$ cat config.mk
export PLATFORM = sky130hd
export DESIGN_NAME = vpid_regs
export DESIGN_NICKNAME = d
export VERILOG_FILES = /design/src/vpid_pkg.sv /design/src/vpid_regs.sv
export SDC_FILE = /design/constraint.sdc
export NUM_CORES = 1
export LEC_CHECK = 0
export ABC_AREA = 1
export BUFFER_PORTS_ARGS = -buffer_cell sky130_fd_sc_hd__buf_2
export CAP_MARGIN = 5
export CELL_PAD_IN_SITES_DETAIL_PLACEMENT = 0
export CELL_PAD_IN_SITES_GLOBAL_PLACEMENT = 1
export CORE_MARGIN = 3
export CORE_UTILIZATION = 38
export CTS_BUF_LIST = sky130_fd_sc_hd__clkbuf_16
export CTS_CLUSTER_DIAMETER = 60
export DETAILED_ROUTE_END_ITERATION = 10
export HOLD_SLACK_MARGIN = 0.05
export PLACE_DENSITY_LB_ADDON = 0.08
export RECOVER_POWER = 25
export SLEW_MARGIN = 30
export SYNTH_ARGS = -nofsm -noshare
export SYNTH_HDL_FRONTEND = slang
export SYNTH_SLANG_ARGS = --single-unit
$ cat constraint.sdc
create_clock -name clk_i -period 0.9 [get_ports clk_i]
set_input_delay 0.045 -clock clk_i [delete_from_list [all_inputs] [get_ports clk_i]]
set_output_delay 0.045 -clock clk_i [all_outputs]
set_load 0.005 [all_outputs]
$ cat src/vpid_pkg.sv
// ----------------------------------------------------------------------------
// vpid_pkg
// Shared types and constants of the velocity PID controller: register map,
// configuration bundle, result bundle and fixed-point format.
// ----------------------------------------------------------------------------
package vpid_pkg;

  // Fixed-point format of all fractional quantities (Qx.FRACTION_BITS)
  localparam int unsigned FRACTION_BITS = 16;

  // Output clamp and width
  localparam int unsigned DRIVE_LIMIT = 127;
  localparam int unsigned DRIVE_W     = 8;
  localparam logic signed [DRIVE_W-1:0] DRIVE_MAX = DRIVE_W'(DRIVE_LIMIT);
  localparam logic signed [DRIVE_W-1:0] DRIVE_MIN = -DRIVE_W'(DRIVE_LIMIT);

  // Register file geometry
  localparam int unsigned CFG_W  = 32;
  localparam int unsigned ZONE_W = 31;
  localparam int unsigned IDX_W  = 3;
  localparam int unsigned IVL_W  = 16;

  // Register indexes
  localparam logic [IDX_W-1:0] REG_SETPOINT = 3'd0;
  localparam logic [IDX_W-1:0] REG_GAIN_P   = 3'd1;
  localparam logic [IDX_W-1:0] REG_GAIN_I   = 3'd2;
  localparam logic [IDX_W-1:0] REG_GAIN_D   = 3'd3;
  localparam logic [IDX_W-1:0] REG_GAIN_FF  = 3'd4;
  localparam logic [IDX_W-1:0] REG_ZONE     = 3'd5;
  localparam logic [IDX_W-1:0] REG_INVERT   = 3'd6;

  // Register reset values
  localparam logic signed [CFG_W-1:0] GAIN_P_RST  = 32'sd22938;
  localparam logic signed [CFG_W-1:0] GAIN_FF_RST = -32'sd66;
  localparam logic [ZONE_W-1:0]       ZONE_RST    = 31'd134217728;

  // Configuration bundle seen by the datapath
  typedef struct packed {
    logic signed [CFG_W-1:0] setpoint;
    logic signed [CFG_W-1:0] gain_p;
    logic signed [CFG_W-1:0] gain_i;
    logic signed [CFG_W-1:0] gain_d;
    logic signed [CFG_W-1:0] gain_ff;
    logic [ZONE_W-1:0]       integral_zone;
    logic                    invert_sample;
  } cfg_t;

  // Finished result handed from the sequencer to the output register
  typedef struct packed {
    logic                      valid;
    logic signed [DRIVE_W-1:0] drive;
  } res_t;

endpackage

$ cat src/vpid_regs.sv
// ----------------------------------------------------------------------------
// vpid_regs
// Configuration register file: write-only, one register per index; writes
// to unused indexes are dropped.
// ----------------------------------------------------------------------------
module vpid_regs import vpid_pkg::*; (
  input  logic             clk_i,
  input  logic             rst_ni,
  input  logic             cfg_we_i,
  input  logic [IDX_W-1:0] cfg_index_i,
  input  logic [CFG_W-1:0] cfg_wdata_i,
  output cfg_t             cfg_o
);

  cfg_t cfg_q;

  // Register writes
  always_ff @(posedge clk_i or negedge rst_ni) begin
    if (!rst_ni) begin
      cfg_q.setpoint      <= '0;
      cfg_q.gain_p        <= GAIN_P_RST;
      cfg_q.gain_i        <= '0;
      cfg_q.gain_d        <= '0;
      cfg_q.gain_ff       <= GAIN_FF_RST;
      cfg_q.integral_zone <= ZONE_RST;
      cfg_q.invert_sample <= 1'b0;
    end else if (cfg_we_i) begin
      unique case (cfg_index_i)
        REG_SETPOINT: cfg_q.setpoint      <= cfg_wdata_i;
        REG_GAIN_P:   cfg_q.gain_p        <= cfg_wdata_i;
        REG_GAIN_I:   cfg_q.gain_i        <= cfg_wdata_i;
        REG_GAIN_D:   cfg_q.gain_d        <= cfg_wdata_i;
        REG_GAIN_FF:  cfg_q.gain_ff       <= cfg_wdata_i;
        REG_ZONE:     cfg_q.integral_zone <= cfg_wdata_i[ZONE_W-1:0];
        REG_INVERT:   cfg_q.invert_sample <= cfg_wdata_i[0];
        default: ;
      endcase
    end
  end

  assign cfg_o = cfg_q;

endmodule

Word level (Yosys, flattened, before mapping)
Cells that the tools add are included.
{"block": "totals", "register_bits": 192, "inputBits": 38}
{"block": "classes", "eq_ne": 6, "n_reduce_logical": 8}
{"operator": "$reduce_and 2->1", "count": 7}
{"operator": "$eq 3x3->1 const B", "count": 3}
{"operator": "$eq 3x2->1 const B", "count": 2}
{"operator": "$eq 3x1->1 const B", "count": 1}
{"operator": "$logic_not 3->1", "count": 1}

Depth between registers and ports, before layout
Gate-level depths: netlist of run 1.
{"block": "logic_depth", "depth_word": 2, "depth_mapped": 6, "ltp_nobuf": 5}

Worst setup path before layout of run 1
OpenSTA, ideal clock, no wires.
{"block": "synth_path", "path_type": "in2reg", "from": "in cfg_we_i", "to": "reg cfg_q, in the netlist cfg_o[137]", "arrival_time_ps": 722, "required_time_ps": 835, "path_slack_ps": 112, "path_stages": 6, "cell_sequence": "inv_2 -> nor2_4 -> buf_2 -> buf_2 -> nand3_1 -> nand2_1"}
{"block": "synth_between", "elab_chain_cells": 1}
{"element": "start, declared", "line": "vpid_regs.sv:9", "rtl": "input logic cfg_we_i,"}
{"element": "$reduce_and 2->1 (no source line)"}
{"element": "end, declared", "line": "vpid_regs.sv:15", "rtl": "cfg_t cfg_q;"}
No other way between the ends.
A chain may end at the register's enable or synchronous reset.

Worst setup path after layout of run 1
{"block": "layout_path", "from": "reg cfg_q, in the netlist cfg_o[53]", "to": "out cfg_o[53] (netlist name)"}
{"element": "end, declared", "line": "vpid_regs.sv:12", "rtl": "output cfg_t cfg_o"}
No word-level cell between the ends.

==> results of run 1 <==
[path summary, 6_finish.rpt]
kind / from / end / slack (ps) / depth (start not counted)
setup / recovery: cfg_o[53] / cfg_o[53] / -230 / 1
hold / removal: cfg_index_i[1] / cfg_o[139] / 140 / 5
setup reg to reg: cfg_o[38] / cfg_o[38] / 50 / 4
hold reg to reg: cfg_o[47] / cfg_o[47] / 460 / 2
max in group asynchronous: rst_ni / cfg_o[74] / 80 / 3
min in group asynchronous: rst_ni / cfg_o[34] / 190 / 2
[layout by cell type (no fill, tap or decap)]
cell type        n
inv_2            4
nor2_2           1
clkbuf_4         4
clkbuf_1         1
nand3_1        129
nor2_4           5
clkinv_2         2
clkbuf_16       17
buf_4           96
clkbuf_2         3
buf_12          11
dlygate4sd3_1   34
dfstp_2         39
clkinvlp_4       2
inv_1            5
inv_8            1
buf_2          201
buf_6           27
inv_6            3
clkbuf_8         1
dfrtp_1        153
diode_2          1
nand2_1        458
bufinv_16        4
[stage by stage]
| stage | cell area, µm² | hold WS, ps |
|---|---|---|
| floorplan | 7520 | -251 |
| global placement | 9230 | -86.1 |
| detailed placement | 9230 | -88.6 |
| CTS | 10600 | 121 |
| global route | 10900 | 170 |
| finish | 10900 | 138 |
[layout make-up]
| type | count | area [µm²] | share of cell area [%] |
|---|---|---|---|
| sequential | 192 | 4850 | 44.5 |
| timing repair buffer | 378 | 2650 | 24.3 |
| multi-input combinational | 593 | 2430 | 22.3 |
| clock buffer | 17 | 425 | 3.90 |
| tap | 260 | 325 | 2.98 |
| clock inverter | 15 | 194 | 1.78 |
| inverter | 6 | 22.5 | 0.207 |
| antenna | 1 | 2.50 | 0.0229 |
[power by group through the flow]
| stage | registers (W) | clock network, W | logic, W |
|---|---|---|---|
| after floorplan | 0.0116 | 0 | 0.00152 |
| after global placement | 0.0116 | 0 | 0.00440 |
| after detailed placement | 0.0115 | 0 | 0.00449 |
| after CTS | 0.0114 | 0.00820 | 0.00527 |
| after global routing | 0.0116 | 0.00860 | 0.00637 |
| final | 0.0115 | 0.00804 | 0.00570 |
[per-layer routing]
layer | up-vias | wire (µm) | share of wire [%] | track usage (%)
met4 | 2 | 491 | 2.0 | 6.87
met2 | 244 | 11400 | 45 | 35.9
li1 | 3319 | - | - | -
met1 | 3293 | 11500 | 46 | 33.1
met3 | 33 | 1740 | 6.9 | 5.62
met5 | - | 15 | 0.060 | 0
[repair_timing]
action,CTS,global route
endpoints found under the hold margin,384,0
setup buffers,43,37
hold buffers,34,0
setup endpoints to repair,192,192
resized for setup,15,13
[kinds of logic after synthesis]
kind of cell	share of synthesized area [%]
buffers and inverters	3.46
and+or+nand+nor	32.0
DFF	64.5
==> flow_summary.toml, run 1 <==
[outcome]
status = "finished with violations"
violations = "negative setup slack"

[timing]
slew_viol_final = 0
skew_ps = 0
timing.final.crit_period_ps = 1130
setup_viol = 192
hold_violations = 0
layout_setup_ws_ps = -233
tightest_slew_ps = 564
fmax_mhz = 883
rsz0062_at_grt = "yes"
slew_headroom_pct = 62.4
finalCritPeriodShare_pct = 126
fin_setup_tns_ps = -21790

[finish]
drive_gt1_share_pct = 35.1
syn_to_final_growth_pct = 45.0
layout.cells.non_filler = 1462
fin_util_pct = 57.1
fillers = 1758
largest_reg_flops = 192
fin_nets = 1226

[floorplan]
die_y_um = 147
chipWidth_um = 147
die_area_um2 = 21500
rows = 50
initial_utilization_pct = 39.4
pin_count = 230
coreArea_um2 = 19100

[synthesis]
synth_top_area_share_pct = 50.9
yosysWarnings = 0
synthFlopType = "dfrtp_1"
yosys.area.top_type = "dfrtp_1"
synthTopCellsByCount = "nand2_1 (458), dfrtp_1 (153), nand3_1 (129)"
ys_async_sr_fraction_pct = 100
synth.area.top_cells = "dfrtp_1 (51%), nand2_1 (23%), dfstp_2 (14%)"
syn_area_um2 = 7520
avgSynthCellArea_um2 = 8.94
synth_nets = 879
yosys_register_bits = 192
synth.most_common_cell = "nand2_1"
synthesis.instances = 841
ys_types = 12
synth_edf_count = 0
synth-seq-area-share_pct = 64.5

[detailed_routing]
first_pass_iters = 5
drtIter0Drc = 437
drt_wl_total_um = 25100
ant_nets = 0
wl_per_cell_um = 17.2
viasPerCell = 4.71
vias = 6891
drc = 0

[clocking]
cts_tree = "done"
cts-root-buf = "clkbuf_16"
clock_latency_ps = 430
cts_buffers = 17
cts_max_level = 4
path_clk_slew_ps = 70
clock-sinks = 192
cts_buffer_depth = 2

[grt]
antenna_found_initial = 1
grt_pass1_vias = 6631
grt_pass1_wl_um = 39200
gr-usage-all-layers_pct = 23.4
overflow = 0
grt_max_degree = 56

[placed_design]
place_ws_ps = -133
dp_hpwl_um = 16500
place.gp.congestion = 0.799
io_buffers = 229
placedCellCount = 1315

[setup_path]
cp_top_family = "flip-flops"
critical_path_class = "flip-flop to output port"
crit_chain = "buf_6"
critPathMaxStageDelay_ps = 560
slowest_stage = "dfstp_2"
critical_path_buf_inv_count = 1
crit_fanout = 2
cp.arrival_ps = 1090
cp.required_ps = 850
cp-end-kind = "output port"
critPathLaunchType = "flip-flop"

[power]
ir_worst_vdd_v = 0.00125
switchingPower_w = 0.00701
power.total_w = 0.0252
power.density_nw_per_um2 = 2310
leakage_nw = 6.12
p_int_w = 0.0182
seqPwrFrac_pct = 45.5
pwr-share-clk_pct = 31.9
pwr-share-comb_pct = 22.6
p_sw_share_pct = 27.8

[run]
cap_viol_max_count = 0

[hold_path]
min_path_type = "input port to flip-flop"
Note: power is estimated with default switching activity, not from simulation.
==> run 2, diff against run 1 <==
CELL_PAD_IN_SITES_DETAIL_PLACEMENT = unset   (was 0)
CELL_PAD_IN_SITES_GLOBAL_PLACEMENT = unset   (was 1)
CORE_UTILIZATION = 43   (was 38)
clock period = 1.2 ns   (was 0.9 ns; I/O delays follow)
==> flow_summary.toml, run 2 (synthesized netlist as in run 1, its figures left out) <==
[floorplan]
pin_count = 230
die_area_um2 = 19100
chipWidth_um = 138
rows = 47
die_y_um = 138
initial_utilization_pct = 44.6
coreArea_um2 = 16900

[finish]
syn_to_final_growth_pct = 33.8
fin_util_pct = 59.6
drive_gt1_share_pct = 30.5
fillers = 1473
final_common_cell = "nand2_1"
fin_nets = 1150
mostFrequentLayoutCells = "nand2_1 (457), buf_2 (226), dfrtp_1 (153)"
largest_reg_flops = 192

[power]
ir_worst_vdd_v = 0.00105
power.density_nw_per_um2 = 1740
leakage_nw = 5.67

[detailed_routing]
drtIter0Drc = 403
drt_wl_total_um = 23200
ant_nets = 0
viasPerCell = 5.00
vias = 6731
drc = 0
wl_per_cell_um = 17.3
first_pass_iters = 5

[placed_design]
place.gp.congestion = 0.810
dp_hpwl_um = 16000
io_buffers = 229

[grt]
antenna_found_initial = 1
grt_pass1_wl_um = 37000
gr-usage-met3_pct = 6.49
gr-usage-met1_pct = 34.4
gr-usage-all-layers_pct = 24.4
globalRouteMet2Util_pct = 37.4
grt_pass1_vias = 6535
overflow = 0
top_usage_layer = "met2"
grt_max_degree = 41

[setup_path]
critical_path_class = "input port to flip-flop"
cp.required_ps = 1510
critPathLaunchType = "input port"
reg2reg_depth = 2
cp-end-kind = "flip-flop"
crit_fanout = 14
cp.arrival_ps = 1460

[timing]
fin_setup_tns_ps = 0
setup_viol = 0
skew_ps = 0
finalCritPeriodShare_pct = 95.7
fmax_mhz = 871
tightest_slew_ps = 602
slew_viol_final = 0
rsz0062_at_grt = "no"
hold_violations = 0
slew_headroom_pct = 59.9
timing.final.crit_period_ps = 1150

[outcome]
status = "complete, no violations"

[hold_path]
hold_depth = 5
min_path_type = "input port to flip-flop"

[clocking]
clock-sinks = 192
path_clk_slew_ps = 70
cts_tree = "done"
cts-root-buf = "clkbuf_16"
cts_buffers = 17
cts_buffer_depth = 2
cts_max_level = 4
clock_latency_ps = 420

[run]
cap_viol_max_count = 0
-- run 2: what timing repair did --
item,CTS,global route
setup endpoints to repair,0,60
hold buffers,35,0
gates resized for setup,0,5
buffers inserted,0,1
endpoints found under the hold margin,353,0
-- run 2: area by class of cell --
type | instances | area (µm²) | share of cell area (%)
sequential | 192 | 4850 | 48.2
multi-input combinational | 593 | 2420 | 24.1
timing repair buffer | 302 | 1900 | 18.9
clock buffer | 18 | 450 | 4.47
tap | 220 | 275 | 2.73
clock inverter | 14 | 138 | 1.37
inverter | 6 | 22.5 | 0.224
antenna | 1 | 2.50 | 0.0249
-- run 2: path summary, 6_finish.rpt --
kind	start	to	slack [ps]
min	cfg_index_i[2]	cfg_o[131]	130
max reg2reg	cfg_o[136]	cfg_o[136]	490
min reg2reg	cfg_o[40]	cfg_o[40]	460
max in group asynchronous	rst_ni	cfg_o[28]	170
min in group asynchronous	rst_ni	cfg_o[69]	210
max	cfg_index_i[1]	cfg_o[186]	50
-- run 2: where the power goes --
| part | switching, W | total, W | internal, W |
|---|---|---|---|
| Combinational | 0.00180 | 0.00332 | 0.00151 |
| Clock | 0.00248 | 0.00567 | 0.00319 |
| Sequential | 0.000704 | 0.00857 | 0.00786 |
-- run 2: metrics by stage --
step | power (W) | instances | hold WS, ps | setup slack [ps] | instance area [µm²]
detailed placement | 0.0120 | 1277 | 17.6 | 121 | 9140
global route | 0.0185 | 1346 | 175 | 3.93 | 10100
finish | 0.0176 | 1346 | 134 | 52.2 | 10100
floorplan | 0.00984 | 841 | -236 | 397 | 7520
global placement | 0.0119 | 1277 | 17.8 | 156 | 9140
CTS | 0.0177 | 1344 | 127 | 23.3 | 10100
-- run 2: per-layer routing --
metal	up-vias	share of wire, %	routed length [µm]
li1	3175	-	-
met4	0	2.0	460
met2	236	47	10900
met1	3291	44	10300
met3	29	6.9	1600
met5	-	0	0
-- run 2: worst max-delay path, cell delays in order --
cell and delay [ps]:
dlygate4sd3_1 550, clkbuf_4 180, nor2_4 220, nand2_1 110
buf_4 210, nand2_1 70, nand2_1 50
